===== config.mk =====
export PLATFORM = sky130hd
export DESIGN_NAME = spi_rgb_led_mux_controller
export DESIGN_NICKNAME = d
export VERILOG_FILES = /design/src/hdl/srlmc_pkg.sv /design/src/hdl/spi_rgb_led_mux_controller.sv /design/src/hdl/srlmc_fifo.sv /design/src/hdl/srlmc_front.sv /design/src/hdl/srlmc_back.sv
export VERILOG_INCLUDE_DIRS = /design/src /design/src/hdl
export SDC_FILE = /design/constraint.sdc
export NUM_CORES = 1
export LEC_CHECK = 0
export BUFFER_PORTS_ARGS = -buffer_cell sky130_fd_sc_hd__buf_2
export CORE_UTILIZATION = 50
export CTS_CLUSTER_DIAMETER = 120
export DETAILED_ROUTE_END_ITERATION = 8
export PLACE_DENSITY_LB_ADDON = 0.1
export SLEW_MARGIN = 5
export SYNTH_ARGS = -nofsm -noshare
export SYNTH_HDL_FRONTEND = slang
export SYNTH_HIERARCHICAL = 1
export SYNTH_SLANG_ARGS = --single-unit

===== constraint.sdc =====
create_clock -name clk -period 6.32 [get_ports clk]
set_input_delay 1.58 -clock clk [delete_from_list [all_inputs] [get_ports clk]]
set_output_delay 1.58 -clock clk [all_outputs]
set_load 0.005 [all_outputs]

===== src/hdl/spi_rgb_led_mux_controller_macros.svh =====
// Assertion macros for the SPI RGB LED multiplexer controller.
// Included by srlmc_back, which carries concurrent checks; no other dependencies.
`ifndef SPI_RGB_LED_MUX_CONTROLLER_MACROS_SVH
`define SPI_RGB_LED_MUX_CONTROLLER_MACROS_SVH

// Same-cycle implication, disabled while reset is asserted.
`define SRLMC_ASSERT_NOW(label, clk, rst_n, ante, cons) \
	label: assert property (@(posedge clk) disable iff (!rst_n) (ante) |-> (cons)) \
		else $error("same-cycle check failed");

// Next-cycle implication, disabled while reset is asserted.
`define SRLMC_ASSERT_NEXT(label, clk, rst_n, ante, cons) \
	label: assert property (@(posedge clk) disable iff (!rst_n) (ante) |=> (cons)) \
		else $error("next-cycle check failed");

`endif


===== src/hdl/srlmc_pkg.sv =====
// Shared types, codes and constants of the SPI RGB LED multiplexer controller.
// No dependencies; used by every module of the block except srlmc_fifo.
package srlmc_pkg;

	localparam int NUM_LEDS_DEF            = 8;
	localparam int NUM_SENSOR_CHANNELS_DEF = 4;
	localparam int QUEUE_DEPTH_DEF         = 2;

	// Input opcodes
	localparam logic [1:0] OP_SPI    = 2'd0;
	localparam logic [1:0] OP_TICK   = 2'd1;
	localparam logic [1:0] OP_SENSOR = 2'd2;

	// SPI byte decoding
	localparam logic [3:0] NIB_READ   = 4'h0;
	localparam logic [3:0] NIB_SELECT = 4'h1;
	localparam logic [7:0] CMD_CAL    = 8'h0e;
	localparam logic [7:0] CMD_STORE  = 8'h0f;
	localparam logic [7:0] CMD_FF     = 8'hff;
	localparam int         LOAD_BIT   = 3;

	localparam logic [1:0] CAL_NONE  = 2'd0;
	localparam logic [1:0] CAL_ONLY  = 2'd1;
	localparam logic [1:0] CAL_STORE = 2'd2;

	localparam logic [7:0] SCAN_PERIOD_RESET = 8'h50;

	typedef enum logic [1:0] {
		K_SPI    = 2'd0,
		K_TICK   = 2'd1,
		K_SENSOR = 2'd2,
		K_NOP    = 2'd3
	} cmd_kind_t;

	typedef enum logic [2:0] {
		SPI_NONE  = 3'd0,
		SPI_READ  = 3'd1,
		SPI_CAL   = 3'd2,
		SPI_STORE = 3'd3,
		SPI_LOAD  = 3'd4,
		SPI_CLEAR = 3'd5,
		SPI_ZERO  = 3'd6
	} spi_class_t;

	typedef enum logic [3:0] {
		PH_IDLE  = 4'b0001,
		PH_RED   = 4'b0010,
		PH_GREEN = 4'b0100,
		PH_BLUE  = 4'b1000
	} load_phase_t;

	typedef struct packed {
		cmd_kind_t  kind;
		spi_class_t spi_class;
		logic       is_ff;
		logic [7:0] data;
		logic [1:0] channel;
		logic [7:0] value;
	} cmd_t;

	typedef struct packed {
		logic       reply_valid;
		logic [7:0] reply_byte;
		logic [1:0] calibrate_request;
		logic       scan_valid;
		logic [2:0] led_select;
		logic [7:0] red_duty;
		logic [7:0] green_duty;
		logic [7:0] blue_duty;
		logic       red_on;
		logic       green_on;
		logic       blue_on;
	} res_t;

	// Start pattern: red, green, blue, yellow, magenta, cyan, then off.
	function automatic logic [23:0] start_colour(input int idx);
		logic [23:0] c;
		case (idx)
			0: c = 24'hff0000;
			1: c = 24'h00ff00;
			2: c = 24'h0000ff;
			3: c = 24'hffff00;
			4: c = 24'hff00ff;
			5: c = 24'h00ffff;
			default: c = 24'h000000;
		endcase
		return c;
	endfunction

endpackage


===== src/hdl/spi_rgb_led_mux_controller.sv =====
// Top level of the SPI RGB LED multiplexer controller.
// Depends on srlmc_pkg, srlmc_front, srlmc_fifo and srlmc_back.

// The block takes one item per clock unless full is high and gives back exactly one
// result item for each, in order. An item is an SPI byte (sensor read-back, calibrate
// request, LED select and three-byte 5-bit colour load, or a zero reply), a scan tick,
// or a sensor update. The front classifies the item into the command queue at the edge
// it is accepted; the back executes it once the result queue has room and writes the
// result into the result queue, whose head drives the output ports. Sustained rate is
// one item per cycle while pop is high, set by the back end's combinational execute
// step; when pop is held low the result queue and then the command queue fill and full
// rises. Colour, sensor and scan state come out of reset at once, so no clearing pass
// is needed. Write scan_period via cfg_we/cfg_wdata only while no item is in flight.
module spi_rgb_led_mux_controller #(
	parameter int NUM_LEDS            = srlmc_pkg::NUM_LEDS_DEF,
	parameter int NUM_SENSOR_CHANNELS = srlmc_pkg::NUM_SENSOR_CHANNELS_DEF,
	parameter int QUEUE_DEPTH         = srlmc_pkg::QUEUE_DEPTH_DEF
) (
	input  logic       clk,
	input  logic       arst_n,
	// item input
	input  logic       push,
	output logic       full,
	input  logic [1:0] opcode,
	input  logic [7:0] data_byte,
	input  logic [1:0] sensor_channel,
	input  logic [7:0] sensor_value,
	// result output
	output logic       empty,
	input  logic       pop,
	output logic       reply_valid,
	output logic [7:0] reply_byte,
	output logic [1:0] calibrate_request,
	output logic       scan_valid,
	output logic [2:0] led_select,
	output logic [7:0] red_duty,
	output logic [7:0] green_duty,
	output logic [7:0] blue_duty,
	output logic       red_on,
	output logic       green_on,
	output logic       blue_on,
	// scan_period register
	input  logic       cfg_we,
	input  logic [7:0] cfg_wdata
);

	srlmc_pkg::cmd_t cmd_in, cmd_head;
	srlmc_pkg::res_t res_new, res_head;
	logic            cmd_empty, cmd_pop;
	logic            res_full, res_push;

	// Classify the item on the way in.
	srlmc_front #(
		.NUM_SENSOR_CHANNELS(NUM_SENSOR_CHANNELS)
	) u_front (
		.opcode        (opcode),
		.data_byte     (data_byte),
		.sensor_channel(sensor_channel),
		.sensor_value  (sensor_value),
		.cmd           (cmd_in)
	);

	// Hold classified items until the back end can take them.
	srlmc_fifo #(
		.WIDTH($bits(srlmc_pkg::cmd_t)),
		.DEPTH(QUEUE_DEPTH)
	) u_cmd_q (
		.clk   (clk),
		.arst_n(arst_n),
		.push  (push),
		.wdata (cmd_in),
		.full  (full),
		.pop   (cmd_pop),
		.rdata (cmd_head),
		.empty (cmd_empty)
	);

	// Execute commands against colour, sensor and scan state.
	srlmc_back #(
		.NUM_LEDS           (NUM_LEDS),
		.NUM_SENSOR_CHANNELS(NUM_SENSOR_CHANNELS)
	) u_back (
		.clk      (clk),
		.arst_n   (arst_n),
		.cmd_valid(!cmd_empty),
		.cmd      (cmd_head),
		.cmd_pop  (cmd_pop),
		.res_full (res_full),
		.res_push (res_push),
		.res      (res_new),
		.cfg_we   (cfg_we),
		.cfg_wdata(cfg_wdata)
	);

	// Hold finished results until the consumer pops them.
	srlmc_fifo #(
		.WIDTH($bits(srlmc_pkg::res_t)),
		.DEPTH(QUEUE_DEPTH)
	) u_res_q (
		.clk   (clk),
		.arst_n(arst_n),
		.push  (res_push),
		.wdata (res_new),
		.full  (res_full),
		.pop   (pop),
		.rdata (res_head),
		.empty (empty)
	);

	assign reply_valid       = res_head.reply_valid;
	assign reply_byte        = res_head.reply_byte;
	assign calibrate_request = res_head.calibrate_request;
	assign scan_valid        = res_head.scan_valid;
	assign led_select        = res_head.led_select;
	assign red_duty          = res_head.red_duty;
	assign green_duty        = res_head.green_duty;
	assign blue_duty         = res_head.blue_duty;
	assign red_on            = res_head.red_on;
	assign green_on          = res_head.green_on;
	assign blue_on           = res_head.blue_on;

endmodule


===== src/hdl/srlmc_fifo.sv =====
// Small register queue used between the front, the back and the result port.
// Standalone; no package dependency.
module srlmc_fifo #(
	parameter int WIDTH = 8,
	parameter int DEPTH = 2
) (
	input  logic             clk,
	input  logic             arst_n,
	input  logic             push,
	input  logic [WIDTH-1:0] wdata,
	output logic             full,
	input  logic             pop,
	output logic [WIDTH-1:0] rdata,
	output logic             empty
);
	localparam int AW = (DEPTH > 1) ? $clog2(DEPTH) : 1;
	localparam int CW = $clog2(DEPTH + 1);

	logic [WIDTH-1:0] entry_q [DEPTH];
	logic [AW-1:0]    wptr_q, rptr_q;
	logic [CW-1:0]    count_q;
	logic             do_push, do_pop;

	assign full    = (count_q == CW'(DEPTH));
	assign empty   = (count_q == '0);
	assign do_push = push && !full;
	assign do_pop  = pop && !empty;
	assign rdata   = entry_q[rptr_q];

	always_ff @(posedge clk or negedge arst_n) begin
		if (!arst_n) begin
			wptr_q  <= '0;
			rptr_q  <= '0;
			count_q <= '0;
		end else begin
			if (do_push) begin
				wptr_q <= (wptr_q == AW'(DEPTH - 1)) ? '0 : wptr_q + 1'b1;
			end
			if (do_pop) begin
				rptr_q <= (rptr_q == AW'(DEPTH - 1)) ? '0 : rptr_q + 1'b1;
			end
			if (do_push && !do_pop) begin
				count_q <= count_q + 1'b1;
			end else if (do_pop && !do_push) begin
				count_q <= count_q - 1'b1;
			end
		end
	end

	always_ff @(posedge clk) begin
		if (do_push) begin
			entry_q[wptr_q] <= wdata;
		end
	end

endmodule


===== src/hdl/srlmc_front.sv =====
// Front end: classifies each incoming item into a command for the back end.
// Depends on srlmc_pkg.
module srlmc_front #(
	parameter int NUM_SENSOR_CHANNELS = srlmc_pkg::NUM_SENSOR_CHANNELS_DEF
) (
	input  logic [1:0]      opcode,
	input  logic [7:0]      data_byte,
	input  logic [1:0]      sensor_channel,
	input  logic [7:0]      sensor_value,
	output srlmc_pkg::cmd_t cmd
);

	always_comb begin
		cmd         = '0;
		cmd.data    = data_byte;
		cmd.channel = sensor_channel;
		cmd.value   = sensor_value;
		cmd.is_ff   = (data_byte == srlmc_pkg::CMD_FF);

		case (opcode)
			srlmc_pkg::OP_SPI:  cmd.kind = srlmc_pkg::K_SPI;
			srlmc_pkg::OP_TICK: cmd.kind = srlmc_pkg::K_TICK;
			srlmc_pkg::OP_SENSOR: begin
				// drop updates for channels that do not exist
				cmd.kind = (32'(sensor_channel) < NUM_SENSOR_CHANNELS) ?
					srlmc_pkg::K_SENSOR : srlmc_pkg::K_NOP;
			end
			default: cmd.kind = srlmc_pkg::K_NOP;
		endcase

		case (data_byte[7:4])
			srlmc_pkg::NIB_READ: begin
				if (32'(data_byte) < NUM_SENSOR_CHANNELS) begin
					cmd.spi_class = srlmc_pkg::SPI_READ;
				end else if (data_byte == srlmc_pkg::CMD_CAL) begin
					cmd.spi_class = srlmc_pkg::SPI_CAL;
				end else if (data_byte == srlmc_pkg::CMD_STORE) begin
					cmd.spi_class = srlmc_pkg::SPI_STORE;
				end else begin
					cmd.spi_class = srlmc_pkg::SPI_NONE;
				end
			end
			srlmc_pkg::NIB_SELECT: begin
				cmd.spi_class = data_byte[srlmc_pkg::LOAD_BIT] ?
					srlmc_pkg::SPI_LOAD : srlmc_pkg::SPI_CLEAR;
			end
			default: cmd.spi_class = srlmc_pkg::SPI_ZERO;
		endcase
	end

endmodule


===== src/hdl/srlmc_back.sv =====
// Back end: holds colour, sensor and scan state and executes classified commands.
// Depends on srlmc_pkg and the assertion macro header.
`include "spi_rgb_led_mux_controller_macros.svh"

module srlmc_back #(
	parameter int NUM_LEDS            = srlmc_pkg::NUM_LEDS_DEF,
	parameter int NUM_SENSOR_CHANNELS = srlmc_pkg::NUM_SENSOR_CHANNELS_DEF
) (
	input  logic            clk,
	input  logic            arst_n,
	input  logic            cmd_valid,
	input  srlmc_pkg::cmd_t cmd,
	output logic            cmd_pop,
	input  logic            res_full,
	output logic            res_push,
	output srlmc_pkg::res_t res,
	input  logic            cfg_we,
	input  logic [7:0]      cfg_wdata
);
	localparam int LW  = $clog2(NUM_LEDS);
	localparam int SAW = (NUM_SENSOR_CHANNELS > 1) ? $clog2(NUM_SENSOR_CHANNELS) : 1;

	logic [23:0]            colour_q [NUM_LEDS];
	logic [7:0]             sensor_q [NUM_SENSOR_CHANNELS];
	logic [7:0]             scan_period_q;
	logic [7:0]             scan_wait_q;
	logic [LW-1:0]          scan_idx_q;
	logic [2:0]             target_q;
	srlmc_pkg::load_phase_t phase_q;

	logic                   exec;
	logic [LW-1:0]          scan_next;
	logic [23:0]            scan_col;
	logic [LW-1:0]          target_idx;
	logic                   target_ok;
	srlmc_pkg::load_phase_t phase_d;
	logic [2:0]             target_d;
	logic [7:0]             wait_d;
	logic [LW-1:0]          idx_d;
	logic                   col_we, col_clr, sens_we;

	assign exec     = cmd_valid && !res_full;
	assign cmd_pop  = exec;
	assign res_push = exec;

	assign scan_next  = (scan_idx_q == LW'(NUM_LEDS - 1)) ? '0 : scan_idx_q + 1'b1;
	assign scan_col   = colour_q[scan_next];
	assign target_idx = LW'(target_q);
	assign target_ok  = (32'(target_q) < NUM_LEDS);

	always_comb begin
		res      = '0;
		phase_d  = phase_q;
		target_d = target_q;
		wait_d   = scan_wait_q;
		idx_d    = scan_idx_q;
		col_we   = 1'b0;
		col_clr  = 1'b0;
		sens_we  = 1'b0;

		case (cmd.kind)
			srlmc_pkg::K_SPI: begin
				if (cmd.is_ff) begin
					res.reply_valid = 1'b1;
				end
				if (phase_q != srlmc_pkg::PH_IDLE) begin
					col_we = target_ok;
					case (phase_q)
						srlmc_pkg::PH_RED:   phase_d = srlmc_pkg::PH_GREEN;
						srlmc_pkg::PH_GREEN: phase_d = srlmc_pkg::PH_BLUE;
						default:             phase_d = srlmc_pkg::PH_IDLE;
					endcase
				end else begin
					case (cmd.spi_class)
						srlmc_pkg::SPI_READ: begin
							res.reply_valid = 1'b1;
							res.reply_byte  = sensor_q[SAW'(cmd.data)];
						end
						srlmc_pkg::SPI_CAL:   res.calibrate_request = srlmc_pkg::CAL_ONLY;
						srlmc_pkg::SPI_STORE: res.calibrate_request = srlmc_pkg::CAL_STORE;
						srlmc_pkg::SPI_LOAD: begin
							target_d = cmd.data[2:0];
							phase_d  = srlmc_pkg::PH_RED;
						end
						srlmc_pkg::SPI_CLEAR: begin
							target_d = cmd.data[2:0];
							col_clr  = (32'(cmd.data[2:0]) < NUM_LEDS);
						end
						srlmc_pkg::SPI_ZERO:  res.reply_valid = 1'b1;
						default: ;
					endcase
				end
			end
			srlmc_pkg::K_TICK: begin
				if (scan_wait_q < scan_period_q) begin
					wait_d = scan_wait_q + 1'b1;
				end else begin
					wait_d           = '0;
					idx_d            = scan_next;
					res.scan_valid   = 1'b1;
					res.led_select   = 3'(scan_next);
					res.red_duty     = scan_col[23:16];
					res.green_duty   = scan_col[15:8];
					res.blue_duty    = scan_col[7:0];
					res.red_on       = |scan_col[23:16];
					res.green_on     = |scan_col[15:8];
					res.blue_on      = |scan_col[7:0];
				end
			end
			srlmc_pkg::K_SENSOR: sens_we = 1'b1;
			default: ;
		endcase
	end

	always_ff @(posedge clk or negedge arst_n) begin
		if (!arst_n) begin
			for (int i = 0; i < NUM_LEDS; i++) begin
				colour_q[i] <= srlmc_pkg::start_colour(i);
			end
			for (int i = 0; i < NUM_SENSOR_CHANNELS; i++) begin
				sensor_q[i] <= '0;
			end
			scan_period_q <= srlmc_pkg::SCAN_PERIOD_RESET;
			scan_wait_q   <= '0;
			scan_idx_q    <= '0;
			target_q      <= '0;
			phase_q       <= srlmc_pkg::PH_IDLE;
		end else begin
			if (cfg_we) begin
				scan_period_q <= cfg_wdata;
			end
			if (exec) begin
				phase_q     <= phase_d;
				target_q    <= target_d;
				scan_wait_q <= wait_d;
				scan_idx_q  <= idx_d;
				if (sens_we) begin
					sensor_q[SAW'(cmd.channel)] <= cmd.value;
				end
				if (col_clr) begin
					colour_q[LW'(cmd.data[2:0])] <= '0;
				end
				if (col_we) begin
					case (phase_q)
						srlmc_pkg::PH_RED:   colour_q[target_idx][23:16] <= {3'b000, cmd.data[4:0]};
						srlmc_pkg::PH_GREEN: colour_q[target_idx][15:8]  <= {3'b000, cmd.data[4:0]};
						default:             colour_q[target_idx][7:0]   <= {3'b000, cmd.data[4:0]};
					endcase
				end
			end
		end
	end

	`SRLMC_ASSERT_NOW(a_one_kind, clk, arst_n, res_push, !(res.reply_valid && res.scan_valid))
	`SRLMC_ASSERT_NEXT(a_load_start, clk, arst_n, exec && cmd.kind == srlmc_pkg::K_SPI && phase_q == srlmc_pkg::PH_IDLE && cmd.spi_class == srlmc_pkg::SPI_LOAD, phase_q == srlmc_pkg::PH_RED)
	`SRLMC_ASSERT_NEXT(a_blue_done, clk, arst_n, exec && cmd.kind == srlmc_pkg::K_SPI && phase_q == srlmc_pkg::PH_BLUE, phase_q == srlmc_pkg::PH_IDLE)
	`SRLMC_ASSERT_NEXT(a_scan_rearm, clk, arst_n, exec && res.scan_valid, scan_wait_q == '0)

endmodule


==> results of run 1 <==
==> stage by stage <==
step | power, mW | instance area (sq um) | utilization (%) | hold slack (ns)
2_1_floorplan | 5.79 | 17500 | - | 0.445
3_3_place_gp | 6.60 | 18000 | 52.3 | 0.460
3_5_place_dp | 6.64 | 18000 | 52.3 | 0.465
4_1_cts | 9.07 | 19400 | 56.3 | 0.476
5_1_grt | 9.49 | 19400 | 56.3 | 0.495
6_report | 8.99 | 19400 | 56.3 | 0.476
==> power by group <==
group          internal (mW)  switching [mW]  leakage (nW)  total, mW
logic                   1.25            1.74          2.79       2.99
registers               3.30           0.291          4.39       3.59
clock network           1.46           0.942         0.665       2.40
==> worst max path at each step <==
| stage | end | cells after the start |
|---|---|---|
| after CTS | red_duty[0] | 3 |
| after detailed placement | u_back/colour_q[35] | 7 |
| final | red_duty[0] | 3 |
| after global routing | u_back/colour_q[34] | 7 |
| after floorplan | u_res_q/entry_q[0][0] | 10 |
| after global placement | u_back/colour_q[35] | 7 |
==> sequential cells by signal, indices dropped and copies added (netlist names), 3 cells and up <==
| register | cells |
|---|---|
| u_back/scan_idx_q | 3 |
| u_back/target_idx | 3 |
| u_back/scan_wait_q | 8 |
| u_back/scan_period_q | 8 |
| u_res_q/entry_q | 84 |
| u_back/phase_q | 4 |
| u_back/colour_q | 192 |
| u_cmd_q/entry_q | 42 |
| u_back/sensor_q | 32 |
==> routing by layer <==
metal / up-vias / global-route usage (%)
li1: 5128 / -
met4: 2 / 5.65
met3: 58 / 4.89
met2: 388 / 32.8
met5: - / 0
met1: 5599 / 35.1
==> layout make-up <==
cell class / instances / area (sq um)
inverters: 21 / 78.8
fillers: 2835 / 15100
clock buffers: 53 / 1170
repair buffers: 95 / 546
clock inverters: 19 / 189
well taps: 455 / 569
multi-input cells: 886 / 6510
flip-flops and latches: 384 / 10300
==> worst min-delay path, stage by stage, from the launching register on <==
cell,delay (ns)
dfstp_2,0.37
o21ai_0,0.06
nand2_1,0.05
==> run metrics, run 1 <==
status=completed; uppermost routed layer=met5; Ys Warns=6; starting density of the core=50.7%; Antenna Nets Post-Route=0; CTS tree=yes; Max Root-Sink Buffers=3; M1 WL=~19000 microns; Final Hold Viols=0; vias=11175; CP startpoint kind=flip-flop; Synthesized Nets=1431; kind of critical path=reg2out; Largest delay share family, worst path=buffers and inverters; Clk pin slew, worst setup/hold paths=0.06 ns; Setup TNS Final=0 ns; Setup Buffers After CTS=0; Leak Pwr=7.84 nW; critical path's slowest cell=buf_4; global-route wire length before repair=63300 microns; placed cells=around 1800; Met3 Wirelength=2930 microns; most frequent standard cell in the layout excluding fill and tap cells=dfrtp_1; chip width=around 190 microns; Arr. time, crit path=just over 2 ns; WP data required=4.74 ns; hold path depth=2; Residual DRC=0; # resized after CTS=0; chip height=189 microns; Rows=just under 70; Post-Syn Area per Cell=around 13 sq um; PwrDens=roughly 460 nW/um^2; root buf cell=clkbuf_16; routed wl met2=17100 microns; PnR worst setup slack=2.72 ns; Rel. slew slack=30.3%; layout cell share with drive strength beyond 1=a little over a quarter; n_diodes=0; largest stage delay on the critical path=0.61 ns; gr usage total=22.8%; hold path endpoint=u_back/colour_q[92]; Hold Path Origin=u_back/colour_q[92]; Sink Count=384; CTS H-Tree Depth=2; Worst R2R Path Depth=7; clock buffer count from CTS=40; DR pass1 iterations=5; GP Congestion=0.825; Vias/cell=slightly below 6; Non-Filler Instances=roughly 1900; Worst Hold Class=reg2reg; HPWL Detailed=25900 microns; Avg WL per Cell=20.7 microns; Core ar.=around 34000 sq um; clk_lat worst skew=0.53 ns; Peak VDD IR=0.000312 V; overall routed net length=39600 microns; # IOs=77; r2r startpoint=u_cmd_q/rptr_q; vias in the first global route=10956; Post-Syn Area=17500 sq um; port bufs=76; skew final=0.0141 ns; Die Area=35700 sq um; Critical R2R Capture=u_back/colour_q[34]; largest net degree at the start of global routing=116; Fmax=277 MHz; most frequent cells in the layout=182 x dfrtp_1, 139 x o21ai_0, 126 x edfxtp_1; Final #Nets=1473; critical path fanouts, max=43; cts hold-fix bufs=0; critical-path cell list=buf_4, mux2_2, buf_2; Overflow after GRT=0; RSZ-0062 raised after global routing=no; CP endpoint kind=output pin; fin crit share=57.0%; Critical Path Start=u_res_q/rptr_q; R2R setup slack=2.83 ns; setup violators final=0; Max-cap violations=0; Worst Path Buf+Inv=2; area grow syn2layout=11.1%; number of antenna violations at the first check in global routing=1; dpl ws=2.83 ns; fin. max-slew vios=0; measured slew at the worst slew-check pin=1.04 ns; cell count after synthesis=1386; min Tclk post-route=3.60 ns; Detailed Route Iter0 Violations=~970
(Power assumes the default switching activity.)
==> inputs of run 2 (changes only) <==
- clock period: 6.32 -> 3.4 ns (I/O delays scaled with it)
==> run metrics, run 2 (synthesis gave the netlist of run 1 again) <==
HPWL Detailed=27800 microns (+7.5%); Overflow after GRT=0 (unchanged); Core ar.=34500 sq um (unchanged); # resized after CTS=0 (unchanged); overall routed net length=42000 microns (+6.2%); gr usage total=24.2% (+1.3 points); PwrDens=869 nW/um^2 (+88%); FILL cells=2853 (+0.63%); setup violators final=0 (unchanged); most frequent standard cell in the layout excluding fill and tap cells=dfrtp_1; Top reg by flops=u_back/colour_q; starting density of the core=50.7% (unchanged); clk_lat worst skew=0.55 ns (+0.02 ns); number of antenna violations at the first check in global routing=0 (-1); Setup TNS Final=0 ns (unchanged); chip width=189 microns (unchanged); dpl ws=0.360 ns (-2.47 ns); fin crit share=between 90 and 100%; fin. max-slew vios=0 (unchanged); Tot Pwr=17.1 mW (+90%); Leak Pwr=7.99 nW (+1.9%); Top Registers=u_back/colour_q x192, u_res_q/entry_q x84, u_cmd_q/entry_q x42; Detailed Route Iter0 Violations=1123 (+16%); RSZ-0062 raised after global routing=no; root buf cell=clkbuf_16; largest net degree at the start of global routing=95 (-18%); Rel. slew slack=39.8% (+9.5 points); GP Congestion=0.843 (+2.3%); Residual DRC=0 (unchanged); Max Root-Sink Buffers=3 (unchanged); CP startpoint kind=flip-flop; CTS tree=yes; Max-cap violations=0 (unchanged); Peak VDD IR=0.000695 V (+120%); # IOs=77 (unchanged); Setup Buffers After CTS=0 (unchanged); Antenna Nets Post-Route=0 (unchanged); CTS H-Tree Depth=2 (unchanged); kind of critical path=reg2reg; vias=11377 (+1.8%); critical path fanouts, max=23 (-47%); placed cells=1867 (+1.4%); area grow syn2layout=12.7%; Finished Cell Area=19700 sq um (+1.5%); Worst Hold Class=in2async; Non-Filler Instances=1943 (+1.6%); Largest register FFs=192 (unchanged); Avg WL per Cell=21.6 microns (+4.5%); PnR worst setup slack=0.250 ns (-2.47 ns); Hold WS=0.193 ns (-0.283 ns); Final Util=57.1% (+0.82 points); CP endpoint kind=flip-flop; chip height=189 microns (unchanged); Vias/cell=5.86 (+0.24%); global-route wire length before repair=66100 microns (+4.5%); most frequent cells in the layout=182 x dfrtp_1, 139 x o21ai_0, 126 x edfxtp_1; Die Area=35700 sq um (unchanged); multi-input logic area=6510 sq um (unchanged); min Tclk post-route=around 3.2 ns; Final Hold Viols=0 (unchanged); Rows=68 (unchanged); Clk pin slew, worst setup/hold paths=0.06 ns (about the same); skew final=0.0172 ns (+0.00311 ns); clock buffer count from CTS=41 (+2.5%); WP data required=3.69 ns (-1.05 ns); register area=10300 sq um (unchanged); vias in the first global route=11198 (+2.2%); status=completed; measured slew at the worst slew-check pin=0.893 ns (-0.152 ns); n_diodes=0 (unchanged); Sink Count=384 (unchanged); Fmax=317 MHz; cts hold-fix bufs=0 (unchanged); area post-placement=18300 sq um (+1.6%); layout cell share with drive strength beyond 1=27.8% (+1.3 points); Arr. time, crit path=3.44 ns (+1.42 ns); port bufs=76 (unchanged); Final #Nets=1500 (+1.8%); DR pass1 iterations=5 (unchanged)
-- run 2: cell type report --
| type | count | share of cell area [%] |
|---|---|---|
| Clock buffer | 63 | 6.42 |
| Clock inverter | 13 | 0.458 |
| Inverter | 21 | 0.401 |
| Multi-Input combinational cell | 886 | 33.1 |
| Sequential cell | 384 | 52.5 |
| Tap cell | 455 | 2.89 |
| Timing Repair Buffer | 121 | 4.21 |
-- run 2: critical path, cell delays in order (launching register included) --
cell,delay [ns]
dfrtp_1,0.41
ha_1,0.21
ha_1,0.20
or2_4,0.37
buf_12,0.22
mux4_2,0.46
o21ai_0,0.61
nand4_1,0.16
o21a_1,0.24
-- run 2: path summary, 6_finish.rpt --
| kind | from | endpoint | slack, ns | cells past startpoint |
|---|---|---|---|---|
| min reg2reg | u_back/colour_q[13] | u_back/colour_q[13] | 0.48 | 1 |
| max reg2reg | u_back/scan_idx_q[0] | u_res_q/entry_q[0][0] | 0.25 | 8 |
| min in group clk | u_back/colour_q[13] | u_back/colour_q[13] | 0.48 | 1 |
| max | u_back/scan_idx_q[0] | u_res_q/entry_q[0][0] | 0.25 | 8 |
| min | arst_n | u_back/colour_q[151] | 0.19 | 1 |
| max in group asynchronous | arst_n | u_cmd_q/rptr_q | 2.35 | 2 |
-- run 2: power by group --
part,internal [mW],leakage (nW),total (mW),switching [mW]
registers,6.13,4.39,6.70,0.570
logic,2.55,2.94,5.98,3.43
clock network,2.64,0.664,4.42,1.79
total,11.3,7.99,17.1,5.79
-- run 2: metal layers --
layer  global-route usage [%]  wire [microns]
met5                        0               0
met4                     6.92             846
met3                     5.36            3150
met2                     35.6           18600
met1                     35.9           19500
==> inputs of run 3 (changes only) <==
- CORE_UTILIZATION: 50 -> 55
- RECOVER_POWER: unset -> 100
==> run metrics, run 3 (synthesis gave the netlist of run 1 again) <==
Clk pin slew, worst setup/hold paths=0.06 ns (about the same); Max Root-Sink Buffers=3 (unchanged); port bufs=76 (unchanged); Fmax=306 MHz (-3.4%); Setup TNS Final=0 ns (unchanged); failing checks=capacitance limit, slew limit; Detailed Route Iter0 Violations=1093 (-2.7%); measured slew at the worst slew-check pin=2.50 ns (+1.60 ns); Rel. slew slack=-66.5% (-110 points); # resized after CTS=0 (unchanged); Sink Count=384 (unchanged); Overflow after GRT=0 (unchanged); root buf cell=clkbuf_16; RSZ-0062 raised after global routing=no; HPWL Detailed=28500 microns (+2.4%); overall routed net length=42900 microns (+2.0%); number of antenna violations at the first check in global routing=2 (+2); Peak VDD IR=0.000567 V (-18%); setup violators final=0 (unchanged); DR pass1 iterations=8 (+3); WP data required=3.81 ns (+0.12 ns); cts hold-fix bufs=0 (unchanged); Largest register FFs=192 (unchanged); clk_lat worst skew=0.54 ns (about the same); gr usage total=26.7% (+2.5 points); largest net degree at the start of global routing=100 (+5.3%); Max-cap violations=1 (+1); chip width=180 microns (-4.6%); CTS tree=yes; Logic pwr share=33.4% (-1.6 points); Core ar.=30900 sq um (-10%); Switching Fraction=34.6% (+0.72 points); Top reg by flops=u_back/colour_q; CP endpoint kind=flip-flop; vias=11536 (+1.4%); critical path fanouts, max=9 (-61%); sw power=5.77 mW (-0.35%); chip height=180 microns (-4.6%); area grow syn2layout=10.5%; clock buffer count from CTS=40 (-2.4%); PwrDens=865 nW/um^2 (-0.48%); Antenna Nets Post-Route=0 (unchanged); placed cells=1812 (-2.9%); Non-Filler Instances=1887 (-2.9%); global-route wire length before repair=67100 microns (+1.4%); FILL cells=2434 (-15%); most frequent standard cell in the layout excluding fill and tap cells=dfrtp_1; # IOs=77 (unchanged); Avg WL per Cell=22.7 microns (+5.0%); Vias/cell=6.11 (+4.4%); clock share of power=26.2% (+0.3 points); cell-internal power=10.9 mW (-3.5%); Setup Buffers After CTS=0 (unchanged); CP startpoint kind=flip-flop; fin crit share=96.0% (+3.3 points); Arr. time, crit path=3.67 ns (+0.23 ns); sequential share of power=40.4% (+1.2 points); kind of critical path=reg2reg; vias in the first global route=11407 (+1.9%); Hold WS=0.478 ns (+0.285 ns); Worst Hold Class=reg2reg; Top Registers=u_back/colour_q x192, u_res_q/entry_q x84, u_cmd_q/entry_q x42; Rows=64 (-5.9%); Leak Pwr=7.69 nW (-3.8%); CTS H-Tree Depth=2 (unchanged); Final Util=62.4% (+5.3 points); layout cell share with drive strength beyond 1=22.9% (-4.9 points); GP Congestion=0.898 (+6.4%); fin. max-slew vios=40 (+40); starting density of the core=56.5% (+5.8 points); Final Hold Viols=0 (unchanged); most frequent cells in the layout=183 x dfrtp_1, 148 x o21ai_0, 126 x edfxtp_1; Residual DRC=0 (unchanged); min Tclk post-route=3.26 ns (+0.113 ns); Die Area=32500 sq um (-9.0%); status=finished with violations; Final #Nets=1503 (+0.20%); skew final=0.0163 ns (-0.000813 ns)
run 3: routing by layer:
layer	global-route usage (%)	part of all wire [%]	vias to the layer above	routed length, microns
li1	-	-	5195	-
met1	39.9	45	5755	19100
met4	6.74	2.0	0	852
met5	0	0	-	0
met2	39.8	44	516	18900
met3	5.80	9.4	70	4030
run 3: path summary, 6_finish.rpt:
check | from | to | slack, ns | cells past startpoint
worst max register to register | u_cmd_q/rptr_q | u_back/colour_q[22] | 0.14 | 7
worst min-delay path | u_back/colour_q[106] | u_back/colour_q[106] | 0.48 | 2
max in group asynchronous | arst_n | u_back/colour_q[118] | 0.67 | 2
worst max-delay path | u_cmd_q/rptr_q | u_back/colour_q[22] | 0.14 | 7
worst min register to register | u_back/colour_q[106] | u_back/colour_q[106] | 0.48 | 2
min in group asynchronous | arst_n | u_back/sensor_q[15] | 1.08 | 1
run 3: cell type report:
cell class | instances | area [sq um] | share of cell area (%)
timing repair buffer | 125 | 759 | 3.94
multi-input combinational | 886 | 6300 | 32.7
tap | 396 | 495 | 2.57
clock buffer | 49 | 1090 | 5.64
antenna | 1 | 2.50 | 0.0130
inverter | 21 | 78.8 | 0.409
sequential | 384 | 10300 | 53.6
clock inverter | 25 | 231 | 1.20
run 3: power groups by stage:
stage / registers, mW / logic (mW) / clock network (mW)
after floorplan: 6.57 / 4.18 / 0
after global placement: 6.78 / 5.85 / 0
after detailed placement: 6.84 / 5.91 / 0
after CTS: 6.76 / 5.93 / 4.46
after global routing: 6.85 / 5.97 / 4.64
final: 6.74 / 5.57 / 4.38
run 3: metrics by stage:
stage,power [mW],instance area (sq um),setup slack [ns]
2_1_floorplan,10.8,17500,0.112
4_1_cts,17.1,19600,0.366
5_1_grt,17.5,19300,0.0560
3_3_place_gp,12.6,18300,0.337
6_report,16.7,19300,0.137
3_5_place_dp,12.7,18300,0.406
run 3: critical path: stages (launching register included):
cell,delay (ns)
dfrtp_1,0.57
mux2_4,0.38
nor3b_1,0.45
nand4_1,0.30
nor2_1,0.31
clkbuf_1,0.57
o21ai_0,0.32
and2_0,0.23
